## config.mk

```make
export PLATFORM = sky130hd
export DESIGN_NAME = v3a_div
export DESIGN_NICKNAME = d
export VERILOG_FILES = /design/src/hw/rtl/v3a_div.sv
export SDC_FILE = /design/constraint.sdc
export NUM_CORES = 2
export LEC_CHECK = 0
export BUFFER_PORTS_ARGS = -buffer_cell sky130_fd_sc_hd__buf_2
export CAP_MARGIN = 0
export CORE_ASPECT_RATIO = 0.9
export CORE_MARGIN = 4
export CORE_UTILIZATION = 29
export DETAILED_ROUTE_END_ITERATION = 8
export GPL_TIMING_DRIVEN = 0
export PLACE_DENSITY = 0.43
export SLEW_MARGIN = 20
export SYNTH_ARGS = -nofsm -noshare
export SYNTH_HDL_FRONTEND = slang
export SYNTH_SLANG_ARGS = --single-unit
```

## constraint.sdc

```tcl
create_clock -name clock -period 3.8 [get_ports clock]
set_input_delay 0 -clock clock [delete_from_list [all_inputs] [get_ports clock]]
set_output_delay 0 -clock clock [all_outputs]
set_load 0.05 [all_outputs]
```

## src/hw/rtl/v3a_div.sv

```systemverilog
module v3a_div #(
   parameter int WORD_BITS = 32,
   parameter int FRAC_BITS = 16
) (
   input  logic                           clock,
   input  logic                           advance,
   input  logic [WORD_BITS+FRAC_BITS-1:0] num,
   input  logic [WORD_BITS-1:0]           den,
   output logic [FRAC_BITS:0]             quo
);

   localparam int W = WORD_BITS;
   localparam int F = FRAC_BITS;
   localparam int S = F + 1;

   // The quotient never exceeds 2^F, so only the low F+1 dividend bits need steps.
   logic [W-1:0] rem_ff [S];
   logic [W-1:0] rem_in [S];
   logic [F:0]   low_ff [S];
   logic [F:0]   low_in [S];
   logic [F:0]   quo_ff [S];
   logic [F:0]   quo_in [S];
   logic [W-1:0] den_ff [S];
   logic [W-1:0] den_nx [S];

   for (genvar k = 0; k < S; k++) begin : g_stage
      logic [W-1:0] rem_prev;
      logic [F:0]   low_prev;
      logic [F:0]   quo_prev;
      logic [W:0]   rem_t;
      logic [W:0]   diff;
      logic         ge;

      if (k == 0) begin : g_first
         assign rem_prev  = {1'b0, num[W+F-1:F+1]};
         assign low_prev  = num[F:0];
         assign quo_prev  = '0;
         assign den_nx[k] = den;
      end else begin : g_next
         assign rem_prev  = rem_ff[k-1];
         assign low_prev  = low_ff[k-1];
         assign quo_prev  = quo_ff[k-1];
         assign den_nx[k] = den_ff[k-1];
      end

      always_comb begin
         rem_t     = {rem_prev, low_prev[F]};
         diff      = rem_t - {1'b0, den_nx[k]};
         ge        = (rem_t >= {1'b0, den_nx[k]});
         rem_in[k] = ge ? diff[W-1:0] : rem_t[W-1:0];
         low_in[k] = low_prev << 1;
         quo_in[k] = (F+1)'({quo_prev, ge});
      end

      always_ff @(posedge clock) begin
         if (advance) begin
            rem_ff[k] <= rem_in[k];
            low_ff[k] <= low_in[k];
            quo_ff[k] <= quo_in[k];
            den_ff[k] <= den_nx[k];
         end
      end
   end

   assign quo = quo_ff[S-1];

endmodule

```

Yosys cells after proc, flatten, opt, wreduce, memory -nomap -nowiden
Memories as Yosys holds them, arrays and structs flattened.
Cells that the tools add are included.
- flip-flop bits (word level): 0
- bits in writable memories: 1649
- input port bits: 82
- output and inout bits: 17
- logic and storage cells: 57
- memories kept: 4
- $add $sub $neg: 17
- order comparisons: 17
- muxes and demuxes: 19
- memory list (memory ; depth ; bits a word ; read ports ; clocked after Yosys merged registers in ; wr ports ; RTL line ; text):
    den_ff ; 17 ; 32 ; 16 ; 0 ; 17 ; 23 ; logic [W-1:0] den_ff [S];
    rem_ff ; 17 ; 32 ; 16 ; 0 ; 17 ; 17 ; logic [W-1:0] rem_ff [S];
    quo_ff ; 17 ; 17 ; 17 ; 0 ; 17 ; 21 ; logic [F:0] quo_ff [S];
    low_ff ; 17 ; 16 ; 16 ; 0 ; 17 ; 19 ; logic [F:0] low_ff [S];
- operators with widths (operator ; count):
    two-way mux 32 bit ; 17
    subtractor 32 bit ; 17
    >= comparator 33 x 32 -> 1 bit ; 16
    >= comparator 32 bit ; 1
    two-way mux 1 bit ; 2

Longest topological paths before layout
An unclocked memory read counts as a cell.
- depth in word-level cells: 3
- gate-level depth with buffers: 15
- gate-level depth less buffers: 13

Worst setup path after synthesis
OpenSTA, ideal clock, no wires.
- path kind: flip-flop to flip-flop
- from: mem den_ff[0][65] (netlist bit)
- to: mem rem_ff[0][123] (netlist bit) (data pin)
- library setup time: 260 ps
- data arrival time: 3141 ps
- slack: 399 ps
- stages on the path, launching flop included: 15
- path buffers: 2
- clock period less this slack: 3401 ps
- cells stage by stage: edfxtp_1 > inv_1 > ha_1 > nor2b_1 > o31a_1 > o31a_1 > o21ai_2 > a21oi_1 > or4_4 > and4_4 > nor3_2 > or2_1 > buf_4 > buf_6 > mux2_2
- RTL lines (what ; RTL line):
    start, declared ; 23
    end, declared ; 17

==> results.cfg <==
[outcome]
outcome = complete, but fails checks
violations = hold timing

[detailed_routing]
top_layer = met5
wl_per_cell_um = 19.35
wl_mm = 204.1
drt_iter0_drc = 3453
dr_wl_met3_mm = 7.790
route.met2.wl_mm = 90.96
drt-pass1-iter-count = 6
num_vias = 51044
drt-met1-wl_mm = 100.6
final_antenna_net_count = 0
route.detailed.drc = 0
drt-vias-per-instance = 4.840

[pwr]
combPwrFrac_pct = 48.1
cellLeakagePower_nw = 35.53
p_sw_share_pct = 39.01
clkPwrFrac_pct = 20.0
p_seq_share_pct = 31.9
power.switching_w = 0.02932
intPower_w = 0.04585
total_power_w = 0.07517
ir_drop_v = 0.0003366
pwr_density_cell_nw_per_um2 = 855.2

[grt]
grt_pass1_vias = 50539
grtUsageTotal_pct = 15.08
antenna_found_initial = 7
overflow = 0
grt_pass1_wl_mm = 310.5
grt_max_degree = 143

[synthesis]
syn_inst = 6554
synth_compound_area_share_pct = 15.09
ys_ff_latch = 1313
synth_edf_count = 1313
ys_warn_count = 0
synth_top_family_by_area = compound AO/OA/AOI/OAI gates
synth-simple-area-share_pct = 9.288
syn_avg_cell_area_sq_um = 11.31
ys_types = 96
ys.flop_type = edfxtp_1
synthAdderAreaFrac_pct = 9.615
synth-xor-area-share_pct = 4.821
synth_mux_area_share_pct = 3.589
seq_area_frac_synth_pct = 53.20
syn_area_sq_um = 74120
async_flop_share_pct = 0
syn-num-nets = 7196

[clocking]
cts_sinks = 1313
h-tree-depth = 4
cts_tree = built
cts_root_buffer = clkbuf_16
clk-insertion-delay-late_ns = 0.83
numCtsBuffers = 162
clockBufferDepth = 4
ctsHoldBuffers = 152
path_clk_slew_ns = 0.06

[timing]
min_period_ns = 3.753
slew_viol_final = 0
rsz0062_at_grt = yes
setup-violations-final = 0
maxSlewHeadroom_pct = 40.58
fin_setup_tns_ns = 0
fin_skew_ns = 0.09119
tightest_slew_ns = 0.8913
fin_crit_sh_pct = 98.77
clock.fmax_mhz = 266.4
fin_ws_ns = 0.04677
hold_viol = 5
whs_ns = -0.6175

[worst_setup_path]
cp-end-kind = register
r2r_setup_slack_ns = 0.05
crit_type = register to register
required_ns = 4.41
rr_endpoint = rem_ff[0][319]
critPathArrivalTime_ns = 4.37
cp_max_fo = 5
ff2ff_path_depth = 14
critPathLaunchType = register
reg2reg_from = rem_ff[0][273]

[die]
core_area_sq_um = 253600
die_w_um = 540.9
die_h_um = 487.6
die_area_sq_um = 263700
top_level_ports = 99
rows = 175
start_util_pct = 29.23

[placed_design]
place_hpwl_mm = 156.5
place_ws_ns = -1.489
placed_area_sq_um = 79130
gp_congestion = 0.8671
portBuffers = 98

[hold_path]
hold_path.class = input port to register
holdCritStartpoint = den[2]
min_path_cells = 1
worst_hold_path.endpoint = den_ff[0][2]

[final_layout]
mostFrequentLayoutCells = 1313 x edfxtp_1, 687 x inv_1, 533 x ha_1
layout.nets = 7707
area_growth_pct = 18.60
drive_above_1_share_pct = 12.59
final_common_cell = edfxtp_1
stdcell_area_sq_um = 87900

[flow_run]
maxCapViolCount = 0
flip-flops by register name, indices dropped and copies added (netlist names):
name	cells
low_ff	136
quo_ff	153
den_ff	512
rem_ff	512
how the worst max path moves through the flow:
stage                   start        endpoint  slack (ns)  cells after the start
2_1_floorplan   den_ff[0][65]  rem_ff[0][123]        0.40                     14
3_3_place_gp          advance  low_ff[0][187]      -19.20                      1
3_5_place_dp   den_ff[0][385]  rem_ff[0][416]       -1.49                     13
4_1_cts         rem_ff[0][56]   rem_ff[0][93]      0.0009                     12
5_1_grt         low_ff[0][31]   rem_ff[0][90]       -0.07                     14
6_report       rem_ff[0][273]  rem_ff[0][319]        0.05                     14
power by group through the flow:
stage	combinational, W	clock (W)	sequential (W)
4_1_cts	0.0353	0.0157	0.0240
6_report	0.0362	0.0151	0.0239
5_1_grt	0.0400	0.0163	0.0243
2_1_floorplan	0.0244	0	0.0228
3_3_place_gp	0.0332	0	0.0249
3_5_place_dp	0.0333	0	0.0243
cells in the mapped netlist (all sizes together) (17+ instances only):
master / n / share of area, %
xor2: 170 / 2.0
nand2b: 89 / 0.75
and3: 64 / 0.54
a21oi: 512 / 3.5
nor2: 347 / 1.8
nor4: 19 / 0.16
mux2: 209 / 3.3
mux2i: 22 / 0.30
clkbuf: 110 / 0.56
a21boi: 29 / 0.29
edfxtp: 1313 / 53
a31oi: 53 / 0.46
ha: 544 / 9.2
o21ai: 443 / 3.0
nor3: 87 / 0.59
o211ai: 29 / 0.29
a21o: 259 / 2.6
a211o: 24 / 0.28
nand3: 118 / 0.80
o31a: 26 / 0.32
a211oi: 57 / 0.59
o21a: 73 / 0.74
and2: 32 / 0.27
nor2b: 75 / 0.63
xnor2: 238 / 2.8
buf: 38 / 0.32
a31o: 19 / 0.22
o41ai: 17 / 0.25
o31ai: 38 / 0.41
or3: 20 / 0.17
inv: 694 / 3.5
nand4: 71 / 0.60
o21bai: 50 / 0.51
nand2: 452 / 2.3
worst max-delay path, cell delays in order, from the launching register on:
cell and delay, ns:
edfxtp_1 0.52, ha_4 0.32, a21o_1 0.18, a21o_1 0.20, a21oi_1 0.19, o21ai_2 0.13, and3_1 0.23, o31ai_4 0.30
a21oi_2 0.13, nor2_4 0.34, clkinvlp_4 0.30, buf_4 0.22, buf_4 0.13, o2111a_1 0.12, a211oi_2 0.22
kinds of logic after synthesis:
kind of cell    Yosys count
fa+ha+maj               560
mux                     231
compound gates         1756
xor+xnor                408
flops                  1313
buf+inv                 843
simple gates           1443
stage by stage:
stage | utilization [%] | hold slack, ns | instances
global route | 34.67 | -0.6663 | 10546
finish | 34.67 | -0.6175 | 10547
CTS | 34.33 | -0.6909 | 10516
floorplan | - | 0.09887 | 6554
global placement | 31.08 | 0.1781 | 10015
detailed placement | 31.21 | 0.1784 | 10026
final cells by class:
cell class              instances  area (sq um)
repair buffers                362          3172
well taps                    3363          4208
inverters                     695          2625
plain buffers                 133         805.8
clock buffers                 192          4209
flip-flops and latches       1313         39430
multi-input cells            4398         32580
clock inverters                88         867.1
diodes                          3         7.507
fillers                     25311        165700
what timing repair did:
| item | 4_1_cts | 5_1_grt |
|---|---|---|
| pin swaps | 46 | 46 |
| setup endpoints to repair | 472 | 597 |
| cloned | 0 | 1 |
| hold endpoints to repair | 191 | 5 |
| resized for setup | 221 | 124 |
| buffers inserted | 65 | 35 |
routing by layer:
metal  track usage, %  up-vias
li1                 -    25144
met1            21.65    24705
met2            24.07      945
met3            1.971      248
met4            3.656        2
met5                0        -
Note: power is estimated with default switching activity, not from simulation.
