===== config.mk =====
export PLATFORM = sky130hd
export DESIGN_NAME = v3a_sqrt
export DESIGN_NICKNAME = d
export VERILOG_FILES = /design/src/hw/rtl/v3a_sqrt.sv
export SDC_FILE = /design/constraint.sdc
export NUM_CORES = 2
export LEC_CHECK = 0
export BUFFER_PORTS_ARGS = -buffer_cell sky130_fd_sc_hd__buf_4
export CORE_MARGIN = 4
export CORE_UTILIZATION = 39
export CTS_CLUSTER_SIZE = 30
export DETAILED_ROUTE_END_ITERATION = 10
export MAX_ROUTING_LAYER = met4
export RECOVER_POWER = 25
export SLEW_MARGIN = 20
export SYNTH_ARGS = -nofsm -noshare
export SYNTH_HDL_FRONTEND = slang
export SYNTH_MEMORY_MAX_BITS = 65536
export SYNTH_SLANG_ARGS = --single-unit

===== constraint.sdc =====
create_clock -name clock -period 4.7 [get_ports clock]
set_input_delay 0.47 -clock clock [delete_from_list [all_inputs] [get_ports clock]]
set_output_delay 0.47 -clock clock [all_outputs]
set_load 0.01 [all_outputs]

===== src/hw/rtl/v3a_sqrt.sv =====
module v3a_sqrt #(
   parameter int ROOT_BITS = 32,
   parameter int SIDE_BITS = 8
) (
   input  logic                   clock,
   input  logic                   advance,
   input  logic [2*ROOT_BITS-1:0] rad,
   input  logic [SIDE_BITS-1:0]   side_in,
   output logic [ROOT_BITS-1:0]   root,
   output logic [SIDE_BITS-1:0]   side_out
);

   localparam int R = ROOT_BITS;

   logic [R+1:0]     rem_ff  [R];
   logic [R+1:0]     rem_in  [R];
   logic [R-1:0]     root_ff [R];
   logic [R-1:0]     root_in [R];
   logic [2*R-1:0]   rad_ff  [R];
   logic [2*R-1:0]   rad_in  [R];
   logic [SIDE_BITS-1:0] side_ff [R];
   logic [SIDE_BITS-1:0] side_nx [R];

   // One result bit per stage, restoring digit recurrence.
   for (genvar k = 0; k < R; k++) begin : g_stage
      logic [R+1:0]         rem_prev;
      logic [R-1:0]         root_prev;
      logic [2*R-1:0]       rad_prev;
      logic [R+1:0]         rem_t;
      logic [R+1:0]         trial;
      logic                 ge;

      if (k == 0) begin : g_first
         assign rem_prev   = '0;
         assign root_prev  = '0;
         assign rad_prev   = rad;
         assign side_nx[k] = side_in;
      end else begin : g_next
         assign rem_prev   = rem_ff[k-1];
         assign root_prev  = root_ff[k-1];
         assign rad_prev   = rad_ff[k-1];
         assign side_nx[k] = side_ff[k-1];
      end

      always_comb begin
         rem_t      = {rem_prev[R-1:0], rad_prev[2*R-1 -: 2]};
         trial      = {root_prev, 2'b01};
         ge         = (rem_t >= trial);
         rem_in[k]  = ge ? (rem_t - trial) : rem_t;
         root_in[k] = {root_prev[R-2:0], ge};
         rad_in[k]  = {rad_prev[2*R-3:0], 2'b00};
      end

      always_ff @(posedge clock) begin
         if (advance) begin
            rem_ff[k]  <= rem_in[k];
            root_ff[k] <= root_in[k];
            rad_ff[k]  <= rad_in[k];
            side_ff[k] <= side_nx[k];
         end
      end
   end

   assign root     = root_ff[R-1];
   assign side_out = side_ff[R-1];

endmodule


; Word-level counts from Yosys, hierarchy flattened
; Memories as Yosys holds them, arrays and structs flattened.
; Index checks and enable logic that the tools add are counted.
[totals]
regBits = 0
ramBits = 4352
latchBits = 0
rom_bits = 0
word_cells = 102
out_inout_bits = 40
mem_count = 4
in_bits = 74
[mem_list]
columns = name, words, width, rd, rd_ports_with_merged_regs, wr, line
row1 = rad_ff, 32, 62, 31, 0, 32, 19  ; logic [2*R-1:0] rad_ff [R];
row2 = rem_ff, 32, 34, 31, 0, 32, 15  ; logic [R+1:0] rem_ff [R];
row3 = root_ff, 32, 32, 32, 0, 32, 17  ; logic [R-1:0] root_ff [R];
row4 = side_ff, 32, 8, 32, 0, 32, 21  ; logic [SIDE_BITS-1:0] side_ff [R];
[op_classes]
magnitude_cmp = 32
mux = 34
n_reduce_logical = 0
add_sub_neg = 32
shifts = 0
n_mul = 0
bitwise = 0
eq_ne = 0
div = 0
[op_table]
columns = operator, count
row1 = 2-to-1 mux 34 bit, 32
row2 = >= comparator 34 bit, 31
row3 = subtractor 34 bit, 31
row4 = subtractor 2 x 1 -> 3 bit (second input constant), 1
row5 = >= comparator 2 x 1 -> 1 bit (second input constant), 1
row6 = 2-to-1 mux 1 bit, 2

; Logic depth before layout (Yosys ltp)
; An unclocked memory read counts as a cell.
[depth]
ltp_word = 3
depth_mapped = 14
mapped_depth_nobuf = 12

; Worst setup path after synthesis
; No wires, ideal clock.
[synth_timing]
path_kind = reg2reg
start = mem rem_ff[1][449] (netlist name)
end = mem rem_ff[1][497] (netlist name), data pin
path_stages_with_launch = 12
n_path_buf = 1
period_less_slack_ns = 3.260
arrival_ns = 3.001
path_slack_ns = 1.440
setup_time_ns = 0.260
path_cell_list = edfxtp_1 -> ha_1 -> and2_1 -> a221o_1 -> nor3_2 -> a2111oi_2 -> o21ai_1 -> o21ai_1 -> a221o_1 -> a31oi_2 -> buf_4 -> mux2_2
[synth_rtl]
columns = element, line
row1 = from (decl), 15

==> key figures <==
Clock tree
  – Worst-path clk slew: 60 ps
  – CTS resizes: 0
  – Clk Latency, worst-skew pair: 900 ps
  – Clock Tree Root: clkbuf_16
  – Postcts setup bufs: 0
  – Longest Clk Path Bufs: 4
  – CTS tree: built
  – CTS sink cnt: 2721
  – Cts bufs inserted: 303
  – # H-tree levels: 5

Global routing
  – Antenna violations before repair: 2
  – Vias in the first global route: 71300
  – Total track usage: between 10% and 20%
  – Largest net degree at the start of global routing: about 160
  – First-pass GRT wire length: slightly above 400 mm
  – Global route overflow: 0
  – Gr busiest metal: met2
  – Met3 Use GR: 1.98%
  – Met1 Usage GRT: 19.9%
  – Met2 Resource Use GR: 27.1%

Synthesis
  – Ys Warns: 0
  – EDFF count, synth: roughly 2700
  – Synthesized net count: 9794
  – Top-area cell type share of the netlist area: 66.6%
  – Synth Flop Type: edfxtp_1
  – FFs w/ async S/R, synth: 0%
  – Post-synthesis sequential area ratio: 66.6%
  – Distinct cells, synth: 98
  – Top cells by area, synth: edfxtp_1 (67%), ha_1 (5.7%), xor2_1 (2.9%)
  – Post-Synthesis Cells: roughly 9200
  – Number of synthesized register bits: 2721
  – Synth area leader: edfxtp_1
  – Synth Area per Inst: 13.4 um2
  – Synthesized cell area: 0.123 mm2

Place
  – Cell count after placement: ~13000
  – Port Buffers: between 100 and 150
  – RD Place Congestion: between 0.8 and 0.9
  – Hpwl dp: about 180 mm

Drt
  – Avg Vias per Cell: ~5.2
  – WL final: between 200 and 300 mm
  – Routed length per instance: 18.5 um
  – Pre-antenna DRT Iters: 5
  – Vias after detailed routing: approximately 72000
  – ANT nets after route: 0
  – DRC Markers: 0
  – Starting DRT DRC Count: 4957

STA
  – Fin crit share: about 88%
  – Max Fclk: 0.242 GHz
  – Final clock skew: 56.7 ps
  – RSZ-0062 raised after global routing: false
  – WHS: just over 300 ps
  – Min Clock Period, post-route: 4140 ps
  – Hold Vio Cnt, Final: 0
  – Final Max Slew Viols: 80
  – TNS Setup: 0 ps
  – Worst-margin pin slew: 4590 ps
  – Slew margin rel.: -206%
  – # setup viols final: 0

Setup path
  – R2R Path Start: root_ff[1][393]
  – Critical-path cell list: clkbuf_2 > buf_4
  – Crit path launch type: input port
  – Worst R2R Path Depth: 11
  – Critical Path AT: 4640 ps
  – Reg-to-reg endpoint: rem_ff[1][458]
  – Worst EP required: about 5200 ps
  – Crit path from: advance
  – Critical path depth: 2
  – Worst R2R Setup Slack: 640 ps
  – Largest delay share family, worst path: buffers and inverters
  – CP endpoint kind: flop
  – CP peak stage delay: 3050 ps
  – Critical path class: input port to flop
  – Buf/Inv on CP: 2
  – Worst-path fanout max: 99
  – End of the critical path: rad_ff[0][727]
  – Crit path max-delay cell type: clkbuf_2

Power
  – PD cells: about 500 mW/mm2
  – Internal power: about 50 mW
  – Net load switching power: 19.9 mW
  – Combinational power share: 20.3%
  – Max VDD drop: 357 uV
  – Power share of the clock group: 33.2%
  – Sw frac: 28.4%
  – Sequential share of power: 46.6%
  – Lkg Pwr: about 52 nW

Min path
  – Hold Crit Class: input port to flop

Floorplanning
  – Chip height: 569 um
  – Row cnt: slightly above 200
  – Area of the die: 0.324 mm2
  – Initial core utilization: 39.3%
  – Ports: 114
  – Core footprint: 0.312 mm2
  – Die width: roughly 570 um

Outcome
  – Status: complete, but fails checks
  – Failing checks: capacitance limit, slew limit

Layout
  – Area delta synth->final: 13.7%
  – Fraction of layout cells with a size suffix above 1: 8.24%
  – Core Util, Final: 44.6%
  – Final instance count without filler cells: roughly 14000
  – Nets: 10200

Job
  – Max_cap viols: 1
==> sequential cells by signal (all words and copies together) (netlist names) <==
signal   cells
side_ff    256
rad_ff     992
rem_ff     945
root_ff    528
==> power by group through the flow <==
stage	sequential (mW)	clock [mW]	combinational, mW
floorplan	32.1	0	10.2
global placement	33.1	0	13.9
detailed placement	33.1	0	14.0
CTS	32.7	24.0	14.2
global route	32.9	25.1	15.8
finish	32.6	23.2	14.2
==> layout make-up <==
cell class              count  area [um2]
multi-input cells        5534       37600
inverters                 714        2680
clock buffers             371        7900
well taps                4140        5180
flip-flops and latches   2721       81700
fillers                 28000      173000
diodes                      1        2.50
clock inverters           167        1830
repair buffers            279        2600
==> per-stage QoR <==
stage	power, mW	cell area [um2]	setup slack [ps]
floorplan	42.3	123000	1440
global placement	47.0	129000	571
detailed placement	47.2	129000	544
CTS	70.9	140000	512
global route	73.7	139000	219
finish	69.9	139000	565
==> metal layers <==
layer  part of all wire [%]  routed length, um
met5                      0                  0
met3                    3.7               9530
met2                     50             128000
met4                    3.3               8610
met1                     43             112000
==> how the worst min path moves through the flow <==
stage / startpoint / to / slack, ps / depth (start not counted)
after CTS: advance / rad_ff[0][29] / 170 / 1
after detailed placement: rad_ff[0][210] / rad_ff[0][274] / 400 / 0
after floorplan: rad_ff[0][36] / rad_ff[0][100] / 400 / 0
after global routing: rad[61] / rad_ff[0][61] / 270 / 2
final: rad[61] / rad_ff[0][61] / 300 / 2
after global placement: rad_ff[0][858] / rad_ff[0][922] / 400 / 0
==> synthesized netlist by cell type (62+ instances only) <==
library cell and instances:
a21o_1 216, a21oi_1 559, clkbuf_1 143, edfxtp_1 2721, ha_1 561, inv_1 711, mux2_2 88, nand2_1 642
nand2b_1 108, nand3_1 141, nand4_1 114, nor2_1 488, nor2b_1 65, nor3_1 225, nor4_1 120, o21a_1 97
o21ai_0 514, o31ai_1 65, or3_1 62, xnor2_1 380, xor2_1 407
==> logic make-up (layout without fill, tap and decap cells) <==
group           count (synthesis)  count (layout)  share of synthesized area [%]
fa+ha+maj                     561             561                           5.72
other cells                     1               2                        0.00306
compound gates               1840            1840                           9.26
simple gates                 2246            2246                           9.05
mux                            99              99                          0.900
buf+inv                       904            1531                           2.83
flops                        2721            2721                           66.6
xor+xnor                      787             787                           5.62
==> layout by cell type (no fill, tap or decap), types with 65 or more instances in the layout <==
| cell | Yosys | routed |
|---|---|---|
| edfxtp_1 | 2721 | 2721 |
| inv_1 | 711 | 711 |
| nand2_1 | 642 | 642 |
| ha_1 | 561 | 561 |
| a21oi_1 | 559 | 555 |
| o21ai_0 | 514 | 514 |
| nor2_1 | 488 | 487 |
| xor2_1 | 407 | 407 |
| xnor2_1 | 380 | 380 |
| clkbuf_16 | 0 | 306 |
| nor3_1 | 225 | 225 |
| a21o_1 | 216 | 216 |
| nand3_1 | 141 | 141 |
| nor4_1 | 120 | 120 |
| nand4_1 | 114 | 114 |
| nand2b_1 | 108 | 108 |
| buf_4 | 12 | 107 |
| o21a_1 | 97 | 97 |
| mux2_2 | 88 | 88 |
| dlygate4sd3_1 | 0 | 73 |
| clkbuf_1 | 143 | 69 |
| clkbuf_4 | 0 | 67 |
| nor2b_1 | 65 | 65 |
| o31ai_1 | 65 | 65 |
==> what timing repair did <==
item | in CTS | in global routing
hold buffers | 73 | 0
hold endpoints to repair | 73 | 0
setup endpoints to repair | 0 | 0
No activity file was read; power rests on OpenSTA's default activity.
