==> config.mk <==
export PLATFORM = sky130hd
export DESIGN_NAME = v3a_delay
export DESIGN_NICKNAME = d
export VERILOG_FILES = /design/src/hw/rtl/v3a_delay.sv
export SDC_FILE = /design/constraint.sdc
export NUM_CORES = 1
export LEC_CHECK = 0
export BUFFER_PORTS_ARGS = -buffer_cell sky130_fd_sc_hd__buf_2
export CAP_MARGIN = 20
export CORE_MARGIN = 3
export CORE_UTILIZATION = 41
export DETAILED_ROUTE_END_ITERATION = 7
export GPL_TIMING_DRIVEN = 1
export MAX_ROUTING_LAYER = met4
export PLACE_DENSITY = 0.7
export REMOVE_ABC_BUFFERS = 1
export SETUP_SLACK_MARGIN = 0.4
export SLEW_MARGIN = 30
export SYNTH_ARGS = -nofsm -noshare
export SYNTH_HDL_FRONTEND = slang
export SYNTH_SLANG_ARGS = --single-unit
==> constraint.sdc <==
create_clock -name clock -period 0.8 [get_ports clock]
set_input_delay 0.04 -clock clock [delete_from_list [all_inputs] [get_ports clock]]
set_output_delay 0.04 -clock clock [all_outputs]
set_load 0.01 [all_outputs]
==> src/hw/rtl/v3a_delay.sv <==
module v3a_delay #(
   parameter int DEPTH = 2,
   parameter int BITS  = 8
) (
   input  logic            clock,
   input  logic            advance,
   input  logic [BITS-1:0] data_in,
   output logic [BITS-1:0] data_out
);

   logic [BITS-1:0] tap_ff [DEPTH];

   always_ff @(posedge clock) begin
      if (advance) begin
         tap_ff[0] <= data_in;
         for (int k = 1; k < DEPTH; k++) begin
            tap_ff[k] <= tap_ff[k-1];
         end
      end
   end

   assign data_out = tap_ff[DEPTH-1];

endmodule

=== Word level (Yosys, flattened, before mapping) ===
Memories as Yosys holds them, arrays and structs flattened.
Index checks and enable logic that the tools add are counted.

* Mux-type cells: 2

{| class="wikitable"
|+ Operator list
! cell !! number
|-
| $mux W1 || 2
|}

* Memories: 1
* Bits in writable memories: 16
* Logic and storage cells: 3
* Input bits: 10
* Register bits: 0

{| class="wikitable"
|+ Memories
! memory !! words !! width !! rd ports !! clocked after memory_dff !! wr ports !! line !! text
|-
| tap_ff || 2 || 8 || 2 || 0 || 2 || 11 || <nowiki>logic [BITS-1:0] tap_ff [DEPTH];</nowiki>
|}

=== Longest topological paths before layout ===
Gate-level depths: netlist of the first run.

* Depth after elaboration: 2
* Mapped depth: 1
* Mapped depth without buffers: 0

=== Worst setup path before layout of the first run ===
No wires, ideal clock.

* Path kind: flip-flop to flip-flop
* Start point: memory tap_ff[0][2]
* End point: memory tap_ff[1][2], in the netlist tap_ff[0][10], data pin
* Buffers on the path: 0
* Cell stages (with the launch flop): 1
* Data arrival time: 0.323 ns
* Clock period less this slack: 0.589 ns
* Slack: 0.211 ns
* Setup time: 0.266 ns
* Cells stage by stage: edfxtp_1

{| class="wikitable"
|+ RTL lines
! element !! line
|-
| from (decl) || 11
|}

==> parameters.txt, run 1 <==
Parameter                              Value

Critical path
  Nature of the critical path endpoint ... output port
  Combined buffer and inverter count along the critical path ... 1
  Startpoint class of the critical path ... flip-flop
  Slowest stage delay, CP ... 0.37 ns
  Worst reg2reg startpoint ... tap_ff[0][3]
  Cell Chain, Critical Path ... buf_2
  Worst Path Required ... 0.76 ns
  Reg-to-reg setup timing slack ... 0.14 ns
  Library cell contributing the largest single delay on the critical path ... sky130_fd_sc_hd__edfxtp_1
  Worst r2r path cells ... 0
  Largest delay contributor family on the critical path ... flip-flops
  Reg2reg end ... tap_ff[0][11]
  Arrival @ worst endpoint ... 0.77 ns
  Critical path fanouts, max ... 1
  Type of the setup path with the least slack ... flip-flop to output port

Worst hold path
  Min-Delay Startpoint ... data_in[7]
  Number of cells on the worst hold path ... 1
  Hold Path Sink ... tap_ff[0][7]
  Worst hold-check path type ... primary input to flip-flop

STA
  Final setup fails ... 5
  Worst relative slew slack ... 78.7%
  Clock period minus worst slack ... 0.815 ns
  Hold slack ... -0.0559 ns
  Final hold viol count ... 8
  Worst Setup Slack, final ... -0.0147 ns
  Transition time at the pin with the least slew margin ... 0.320 ns
  Max Clock Skew ... 0.00542 ns
  Unrepaired setup endpoints after global routing ... yes
  Post-route clock period utilization ... 102%
  Achievable Freq ... 1230 MHz
  Fin. max-slew vios ... 0

Synthesis
  Mapped cell area ... 541 um^2
  Gate Count Post-Synth ... 24
  Count of different cell masters after synthesis ... 2
  Seq cells post-synth ... 16
  Sequential area share after synthesis ... 88.9%
  Mean instance size in the synthesized netlist ... 22.5 um^2
  Biggest area consumer among synthesized cells ... sky130_fd_sc_hd__edfxtp_1
  Syn. warnings ... 0
  Area share of the leading cell type in the synthesized netlist ... 88.9%
  Top cells by area, synth ... sky130_fd_sc_hd__edfxtp_1 (89%), sky130_fd_sc_hd__buf_4 (11%)

Floorplanning
  Initial cell density of the core ... 46.2%
  Core area ... 1170 um^2
  Number of primary I/O pins ... 18
  Die W ... 42.3 um
  Site row count ... 12
  Die Footprint ... 1790 um^2
  Vertical die dimension ... 42.3 um

Layout
  Top Registers ... tap_ff x16
  Area of all placed cells without fillers ... 606 um^2
  Leading cell types in the layout, fill and taps excluded ... sky130_fd_sc_hd__buf_2 (17), sky130_fd_sc_hd__edfxtp_1 (16), sky130_fd_sc_hd__clkbuf_4 (3)
  Share of post-route cells with drive strength above 1 ... 55.6%
  Layout multi-input combinational cell count ... 0
  Diodes inserted ... 0
  Multi-input gate area ... 0 um^2
  Largest reg by FF count ... tap_ff
  Flip-flop count of the largest register after layout ... 16
  Post-Route Utilization ... 51.7%
  Most frequent standard cell in the layout excluding fill and tap cells ... sky130_fd_sc_hd__buf_2
  Filler-free cell count of the finished design ... 50
  Area delta synth->final ... 12.0%
  Total Nets Final ... 48

Place
  Pre-CTS worst setup slack ... 0.122 ns
  GPL Wtd Cong ... 0.588
  Cell area reported after detailed placement ... 583 um^2
  Cell total after placement ... 47
  Port bufs ... 17

Route
  Residual antenna-violating net count after detailed routing ... 0
  1st-iter DRT viols ... 2
  Number of vias in the routed layout ... 207
  Avg Vias per Cell ... 4.14
  DRC violation count after routing ... 0
  Average routed wire per standard cell ... 10.8 um
  Final WL ... 540 um
  Detailed-routing iteration count for the pre-antenna-repair pass ... 2

Status
  Violated checks ... negative hold slack, negative setup slack
  Outcome ... finished with violations

Pwr
  Ratio of total power to cell area ... 2400 nW/um^2
  Leak ... 0.237 nW
  Peak supply drop ... 999 uV

Clocking
  Number of buffers created by CTS ... 3
  Clock Path Buffers ... 2
  Clk root buf ... sky130_fd_sc_hd__clkbuf_4
  Clock net sink count ... 16
  H-tree level count ... 1
  TritonCTS clock tree ... built
  Number of resized instances in the post-cts repair step ... 0
  Clock latency reported for the late side of the worst-skew pair ... 0.26 ns
  Clk pin slew, worst setup/hold paths ... 0.08 ns

GRT
  Vias in the first global route ... 202
  Overflow left after global routing ... 0
  Maximum number of pins on one net before global-route repair ... 17
  Overall fraction of global-route tracks in use ... 6.89%
  Global-route wire length before repair ... 862 um
  Antenna violations before repair ... 0

Flow run
  Count of maximum capacitance violations ... 0
==> cell usage after synthesis <==
library cell / instances
sky130_fd_sc_hd__edfxtp_1: 16
sky130_fd_sc_hd__buf_4: 8
==> how the worst max path moves through the flow <==
stage | startpoint | end | slack, ns | depth (start not counted)
after floorplan | tap_ff[0][2] | tap_ff[0][10] | 0.21 | 0
after global placement | advance | tap_ff[0][13] | 0.15 | 1
after detailed placement | advance | tap_ff[0][13] | 0.12 | 1
after CTS | tap_ff[0][12] | data_out[4] | -0.02 | 1
after global routing | tap_ff[0][8] | data_out[0] | -0.07 | 1
final | tap_ff[0][12] | data_out[4] | -0.01 | 1
==> layer usage <==
| metal | wire length [um] | track usage, % | share of wire [%] |
|---|---|---|---|
| met5 | 0 | - | 0 |
| met3 | 74 | 3.43 | 14 |
| met4 | 0 | 3.73 | 0 |
| met2 | 286 | 10.6 | 53 |
| met1 | 179 | 7.12 | 33 |
==> power breakdown <==
group / switching [W] / internal [W] / total (W) / leakage, nW
logic: 0.0000415 / 0.0000323 / 0.0000738 / 0.0669
clock network: 0.000199 / 0.000173 / 0.000372 / 0.0138
registers: 0.0000132 / 0.000993 / 0.00101 / 0.157
total: 0.000254 / 0.00120 / 0.00145 / 0.237
==> final cells by class <==
type,count,area (um^2)
fillers,111,566
flip-flops and latches,16,480
repair buffers,17,85.1
well taps,14,17.5
clock buffers,3,22.5
==> logic make-up after synthesis <==
logic type / after synthesis / synth area share (%)
buf+inv: 8 / 11.1
flops: 16 / 88.9
==> through the flow <==
step / total power (W) / hold slack, ns / setup TNS (ns)
after CTS: 0.00146 / -0.0577 / -0.101
after detailed placement: 0.00110 / 0.218 / 0
after global routing: 0.00152 / -0.0743 / -0.365
after global placement: 0.00109 / 0.217 / 0
after floorplan: 0.00104 / 0.139 / 0
final: 0.00145 / -0.0559 / -0.0375
==> what timing repair did <==
item                       CTS  global route
hold endpoints to repair     8             8
pin swaps                    0             0
setup endpoints to repair   16            16
setup buffers                0             0
No activity file was read; power rests on OpenSTA's default activity.
==> run 2: changes to the inputs <==
--- a/config.mk
+++ b/config.mk
@@ -12,7 +12,7 @@
 export DETAILED_ROUTE_END_ITERATION = 7
 export GPL_TIMING_DRIVEN = 1
 export MAX_ROUTING_LAYER = met4
-export PLACE_DENSITY = 0.7
+export PLACE_DENSITY = 0.68
 export REMOVE_ABC_BUFFERS = 1
 export SETUP_SLACK_MARGIN = 0.4
 export SLEW_MARGIN = 30
==> run 2 against run 1 <==
The run still ends with negative hold slack, negative setup slack left. Critical path depth unchanged. Cell count unchanged. Flip-flop and latch count unchanged. Via count decreased by 1.9%. Sequential power about the same. Die area unchanged. Power decreased by 0.44%.
==> parameters.txt, run 2 (synthesis results as in run 1) <==
Parameter                              Value

Layout
  Largest reg by FF count ... tap_ff
  Diodes inserted ... 0 (unchanged)
  Multi-input gate area ... 0 um^2 (unchanged)
  Top Registers ... tap_ff x16
  Flip-flop count of the largest register after layout ... 16 (unchanged)
  Number of fill cells ... 104 (-6.3%)
  Layout multi-input combinational cell count ... 0 (unchanged)
  Area delta synth->final ... 12.0% (unchanged)
  Leading cell types in the layout, fill and taps excluded ... sky130_fd_sc_hd__buf_2 (17), sky130_fd_sc_hd__edfxtp_1 (16), sky130_fd_sc_hd__clkbuf_4 (3)
  Most frequent standard cell in the layout excluding fill and tap cells ... sky130_fd_sc_hd__buf_2
  Filler-free cell count of the finished design ... 50 (unchanged)
  Area of all placed cells without fillers ... 606 um^2 (unchanged)
  Share of post-route cells with drive strength above 1 ... 55.6% (unchanged)
  Total Nets Final ... 48 (unchanged)

GRT
  Vias in the first global route ... 203 (+0.50%)
  Overall fraction of global-route tracks in use ... 7.53% (+0.64 points)
  Maximum number of pins on one net before global-route repair ... 17 (unchanged)
  Global-route wire length before repair ... 883 um (+2.4%)
  Antenna violations before repair ... 0 (unchanged)
  Overflow left after global routing ... 0 (unchanged)

Floorplanning
  Die W ... 42.3 um (unchanged)
  Core area ... 1170 um^2 (unchanged)
  Die Footprint ... 1790 um^2 (unchanged)
  Number of primary I/O pins ... 18 (unchanged)
  Site row count ... 12 (unchanged)
  Initial cell density of the core ... 46.2% (unchanged)
  Vertical die dimension ... 42.3 um (unchanged)

Place
  GPL Wtd Cong ... 0.604 (+2.6%)
  Port bufs ... 17 (unchanged)
  Cell total after placement ... 47 (unchanged)
  Cell area reported after detailed placement ... 583 um^2 (unchanged)

Clocking
  Clock Path Buffers ... 2 (unchanged)
  TritonCTS clock tree ... built
  Clock net sink count ... 16 (unchanged)
  Number of resized instances in the post-cts repair step ... 0 (unchanged)
  Clk pin slew, worst setup/hold paths ... 0.07 ns (about the same)
  Clk root buf ... sky130_fd_sc_hd__clkbuf_4
  Clock latency reported for the late side of the worst-skew pair ... 0.27 ns (about the same)
  H-tree level count ... 1 (unchanged)
  Number of buffers created by CTS ... 3 (unchanged)

Route
  Avg Vias per Cell ... 4.06 (-1.9%)
  Final WL ... 516 um (-4.4%)
  1st-iter DRT viols ... 4 (+2)
  Number of vias in the routed layout ... 203 (-1.9%)
  Detailed-routing iteration count for the pre-antenna-repair pass ... 2 (unchanged)
  DRC violation count after routing ... 0 (unchanged)
  Average routed wire per standard cell ... 10.3 um (-4.4%)
  Residual antenna-violating net count after detailed routing ... 0 (unchanged)

Worst hold path
  Min-Delay Startpoint ... data_in[7]
  Number of cells on the worst hold path ... 1 (unchanged)
  Worst hold-check path type ... primary input to flip-flop
  Hold Path Sink ... tap_ff[0][7]

Critical path
  Worst Path Required ... 0.76 ns (about the same)
  Reg2reg end ... tap_ff[0][12]
  Cell Chain, Critical Path ... buf_2
  Slowest stage delay, CP ... 0.36 ns (about the same)
  Largest delay contributor family on the critical path ... flip-flops
  Reg-to-reg setup timing slack ... 0.15 ns (about the same)
  Worst reg2reg startpoint ... tap_ff[0][4]
  Startpoint class of the critical path ... flip-flop
  Critical path fanouts, max ... 1 (unchanged)
  Library cell contributing the largest single delay on the critical path ... sky130_fd_sc_hd__edfxtp_1
  Nature of the critical path endpoint ... output port
  Arrival @ worst endpoint ... 0.77 ns (about the same)
  Worst r2r path cells ... 0 (unchanged)
  Combined buffer and inverter count along the critical path ... 1 (unchanged)
  Type of the setup path with the least slack ... flip-flop to output port

STA
  Worst Setup Slack, final ... -0.0124 ns (+0.00236 ns)
  Max Clock Skew ... 0.00272 ns (-0.00270 ns)
  Transition time at the pin with the least slew margin ... 0.321 ns (+0.000935 ns)
  Final setup fails ... 6 (+1)
  Clock period minus worst slack ... 0.812 ns (-0.00236 ns)
  Fin. max-slew vios ... 0 (unchanged)
  Unrepaired setup endpoints after global routing ... yes
  Achievable Freq ... 1230 MHz (+0.29%)
  Final hold viol count ... 8 (unchanged)
  Post-route clock period utilization ... 102% (-0.30 points)
  Worst relative slew slack ... 78.6% (about the same)
  Hold slack ... -0.0570 ns (-0.00103 ns)

Status
  Outcome ... finished with violations
  Violated checks ... negative hold slack, negative setup slack

Pwr
  Peak supply drop ... 1070 uV (+7.1%)
  Ratio of total power to cell area ... 2390 nW/um^2 (-0.44%)
  Sum of internal, switching and leakage power ... 0.00145 W (-0.44%)
  Leak ... 0.237 nW (unchanged)

Flow run
  Count of maximum capacitance violations ... 0 (unchanged)
run 2: report_power, final:
group	internal, W	switching [W]
registers	0.000993	0.0000126
logic	0.0000323	0.0000404
clock network	0.000174	0.000194
total	0.00120	0.000247
run 2: worst max path at each step:
| stage | from | end | cells past startpoint |
|---|---|---|---|
| 2_1_floorplan | tap_ff[0][2] | tap_ff[0][10] | 0 |
| 3_3_place_gp | advance | tap_ff[0][8] | 1 |
| 3_5_place_dp | advance | tap_ff[0][14] | 1 |
| 4_1_cts | tap_ff[0][10] | data_out[2] | 1 |
| 5_1_grt | tap_ff[0][11] | data_out[3] | 1 |
| 6_report | tap_ff[0][10] | data_out[2] | 1 |
run 2: per-stage QoR:
step	setup TNS (ns)	hold slack, ns	setup WS, ns	util (%)
floorplan	0	0.139	0.211	-
global placement	0	0.217	0.151	49.8
detailed placement	0	0.218	0.124	49.8
CTS	-0.196	-0.0697	-0.0376	51.7
global route	-0.519	-0.0876	-0.0755	51.7
finish	-0.0343	-0.0570	-0.0124	51.7
run 2: final cells by class:
| type | instances | area, um^2 | area share (%) |
|---|---|---|---|
| timing repair buffer | 17 | 85.1 | 14.0 |
| tap | 14 | 17.5 | 2.89 |
| sequential | 16 | 480 | 79.3 |
| clock buffer | 3 | 22.5 | 3.72 |
run 2: metal layers:
layer | share of wire (%) | global-route usage [%]
met1 | 39 | 7.95
met2 | 45 | 9.12
met3 | 16 | 3.43
met4 | 0 | 9.32
met5 | 0 | -
run 2: timing repair:
item | 4_1_cts | 5_1_grt
cloned | 0 | 0
setup buffers | 0 | 0
setup endpoints to repair | 16 | 16
hold endpoints to repair | 8 | 8
==> run 3: changes to the inputs <==
--- a/config.mk
+++ b/config.mk
@@ -8,11 +8,12 @@
 export BUFFER_PORTS_ARGS = -buffer_cell sky130_fd_sc_hd__buf_2
 export CAP_MARGIN = 20
 export CORE_MARGIN = 3
-export CORE_UTILIZATION = 41
+export CORE_UTILIZATION = 40
+export CTS_CLUSTER_DIAMETER = 30
 export DETAILED_ROUTE_END_ITERATION = 7
 export GPL_TIMING_DRIVEN = 1
 export MAX_ROUTING_LAYER = met4
-export PLACE_DENSITY = 0.68
+export PLACE_DENSITY = 0.66
 export REMOVE_ABC_BUFFERS = 1
 export SETUP_SLACK_MARGIN = 0.4
 export SLEW_MARGIN = 30
==> run 3 against run 2 <==
The run still ends with negative hold slack, negative setup slack left. Cell count unchanged. Worst setup slack got worse by 0.019 ns. Clock power up 1%. Wire length up 15%. Highest routed layer unchanged. Utilization fell by 0.65 points. Critical path type unchanged. Power up 0.44%.
==> parameters.txt, run 3 (synthesis results as in run 1) <==
Parameter                              Value

Critical path
  Largest delay contributor family on the critical path ... flip-flops
  Combined buffer and inverter count along the critical path ... 1 (unchanged)
  Library cell contributing the largest single delay on the critical path ... sky130_fd_sc_hd__edfxtp_1
  Startpoint class of the critical path ... flip-flop
  Type of the setup path with the least slack ... flip-flop to output port
  Worst Path Required ... 0.76 ns (about the same)
  Slowest stage delay, CP ... 0.38 ns (+0.02 ns)
  Arrival @ worst endpoint ... 0.79 ns (+0.02 ns)
  Critical path fanouts, max ... 1 (unchanged)
  Cell Chain, Critical Path ... buf_2
  Nature of the critical path endpoint ... output port

Clocking
  Post-CTS setup-driven buffer insertion count ... 0 (unchanged)
  TritonCTS clock tree ... built
  Number of buffers created by CTS ... 3 (unchanged)
  Clock net sink count ... 16 (unchanged)
  Number of resized instances in the post-cts repair step ... 0 (unchanged)
  Clock Path Buffers ... 2 (unchanged)
  Clk pin slew, worst setup/hold paths ... 0.08 ns (about the same)
  Clk root buf ... sky130_fd_sc_hd__clkbuf_4
  H-tree level count ... 1 (unchanged)
  Clock latency reported for the late side of the worst-skew pair ... 0.27 ns (about the same)

STA
  Achievable Freq ... 1200 MHz (-2.3%)
  Worst Setup Slack, final ... -0.0313 ns (-0.0189 ns)
  Final hold viol count ... 8 (unchanged)
  Final setup fails ... 8 (+2)
  Clock period minus worst slack ... 0.831 ns (+0.0189 ns)
  Max Clock Skew ... 0.00141 ns (-0.00131 ns)
  Worst relative slew slack ... 78.8% (+0.16 points)
  Hold slack ... -0.0563 ns (+0.000651 ns)
  Fin. max-slew vios ... 0 (unchanged)
  Transition time at the pin with the least slew margin ... 0.318 ns (-0.00245 ns)
  Post-route clock period utilization ... 104% (+2.4 points)
  Unrepaired setup endpoints after global routing ... yes

GRT
  Global-route wire length before repair ... 979 um (+11%)
  Overflow left after global routing ... 0 (unchanged)
  Antenna violations before repair ... 0 (unchanged)
  Vias in the first global route ... 238 (+17%)
  Overall fraction of global-route tracks in use ... 8.36% (+0.82 points)
  Maximum number of pins on one net before global-route repair ... 17 (unchanged)

Floorplanning
  Core area ... 1190 um^2 (+1.3%)
  Die W ... 42.8 um (+1.1%)
  Vertical die dimension ... 42.8 um (+1.1%)
  Initial cell density of the core ... 45.6% (-0.58 points)
  Number of primary I/O pins ... 18 (unchanged)
  Site row count ... 12 (unchanged)
  Die Footprint ... 1830 um^2 (+2.1%)

Pwr
  Sum of internal, switching and leakage power ... 0.00145 W (+0.44%)
  Peak supply drop ... 1190 uV (+12%)
  Ratio of total power to cell area ... 2400 nW/um^2 (+0.44%)
  Leak ... 0.237 nW (unchanged)

Place
  GPL Wtd Cong ... 0.586 (-2.9%)
  Port bufs ... 17 (unchanged)
  Cell area reported after detailed placement ... 583 um^2 (unchanged)
  Cell total after placement ... 47 (unchanged)

Route
  Final WL ... 595 um (+15%)
  1st-iter DRT viols ... 0 (-4)
  Number of vias in the routed layout ... 215 (+5.9%)
  Detailed-routing iteration count for the pre-antenna-repair pass ... 1 (-1)
  Avg Vias per Cell ... 4.30 (+5.9%)
  DRC violation count after routing ... 0 (unchanged)
  Residual antenna-violating net count after detailed routing ... 0 (unchanged)
  Average routed wire per standard cell ... 11.9 um (+15%)

Layout
  Area delta synth->final ... 12.0% (unchanged)
  Largest reg by FF count ... tap_ff
  Leading cell types in the layout, fill and taps excluded ... sky130_fd_sc_hd__buf_2 (17), sky130_fd_sc_hd__edfxtp_1 (16), sky130_fd_sc_hd__clkbuf_4 (3)
  Most frequent standard cell in the layout excluding fill and tap cells ... sky130_fd_sc_hd__buf_2
  Share of post-route cells with drive strength above 1 ... 55.6% (unchanged)
  Total Nets Final ... 48 (unchanged)
  Area of all placed cells without fillers ... 606 um^2 (unchanged)
  Top Registers ... tap_ff x16
  Filler-free cell count of the finished design ... 50 (unchanged)
  Diodes inserted ... 0 (unchanged)
  Multi-input gate area ... 0 um^2 (unchanged)
  Layout multi-input combinational cell count ... 0 (unchanged)
  Flip-flop count of the largest register after layout ... 16 (unchanged)

Worst hold path
  Worst hold-check path type ... primary input to flip-flop

Status
  Outcome ... finished with violations
  Violated checks ... negative hold slack, negative setup slack

Flow run
  Count of maximum capacitance violations ... 0 (unchanged)
-- run 3: where the power goes --
group          switching, W  internal [W]  total [W]
Combinational     0.0000410     0.0000323  0.0000733
Sequential        0.0000139      0.000993    0.00101
Clock              0.000198      0.000174   0.000372
Total              0.000253       0.00120    0.00145
-- run 3: worst paths after layout --
path                  from            end  slack, ns  cells past startpoint
max          tap_ff[0][14]    data_out[6]      -0.03                      1
min             data_in[1]   tap_ff[0][1]      -0.06                      1
max reg2reg   tap_ff[0][5]  tap_ff[0][13]       0.17                      0
min reg2reg   tap_ff[0][0]   tap_ff[0][8]       0.42                      0
-- run 3: cell type report --
class | count | area, um^2
clock buffers | 3 | 22.5
fillers | 103 | 581
flip-flops and latches | 16 | 480
well taps | 14 | 17.5
repair buffers | 17 | 85.1
-- run 3: routing by layer --
metal / up-vias / track usage (%) / wire length [um]
met2: 16 / 12.9 / 304
met5: - / - / 0
met4: 0 / 7.45 / 0
met1: 94 / 6.98 / 204
met3: 0 / 4.66 / 86
li1: 105 / - / -
-- run 3: per-stage QoR --
| step | setup slack, ns | hold WS, ns | utilization (%) | TNS (ns) |
|---|---|---|---|---|
| final | -0.0313 | -0.0563 | 51.1 | -0.105 |
| after global routing | -0.0842 | -0.0762 | 51.1 | -0.543 |
| after global placement | 0.151 | 0.217 | 49.2 | 0 |
| after floorplan | 0.211 | 0.139 | - | 0 |
| after detailed placement | 0.121 | 0.219 | 49.2 | 0 |
| after CTS | -0.0518 | -0.0658 | 51.1 | -0.261 |
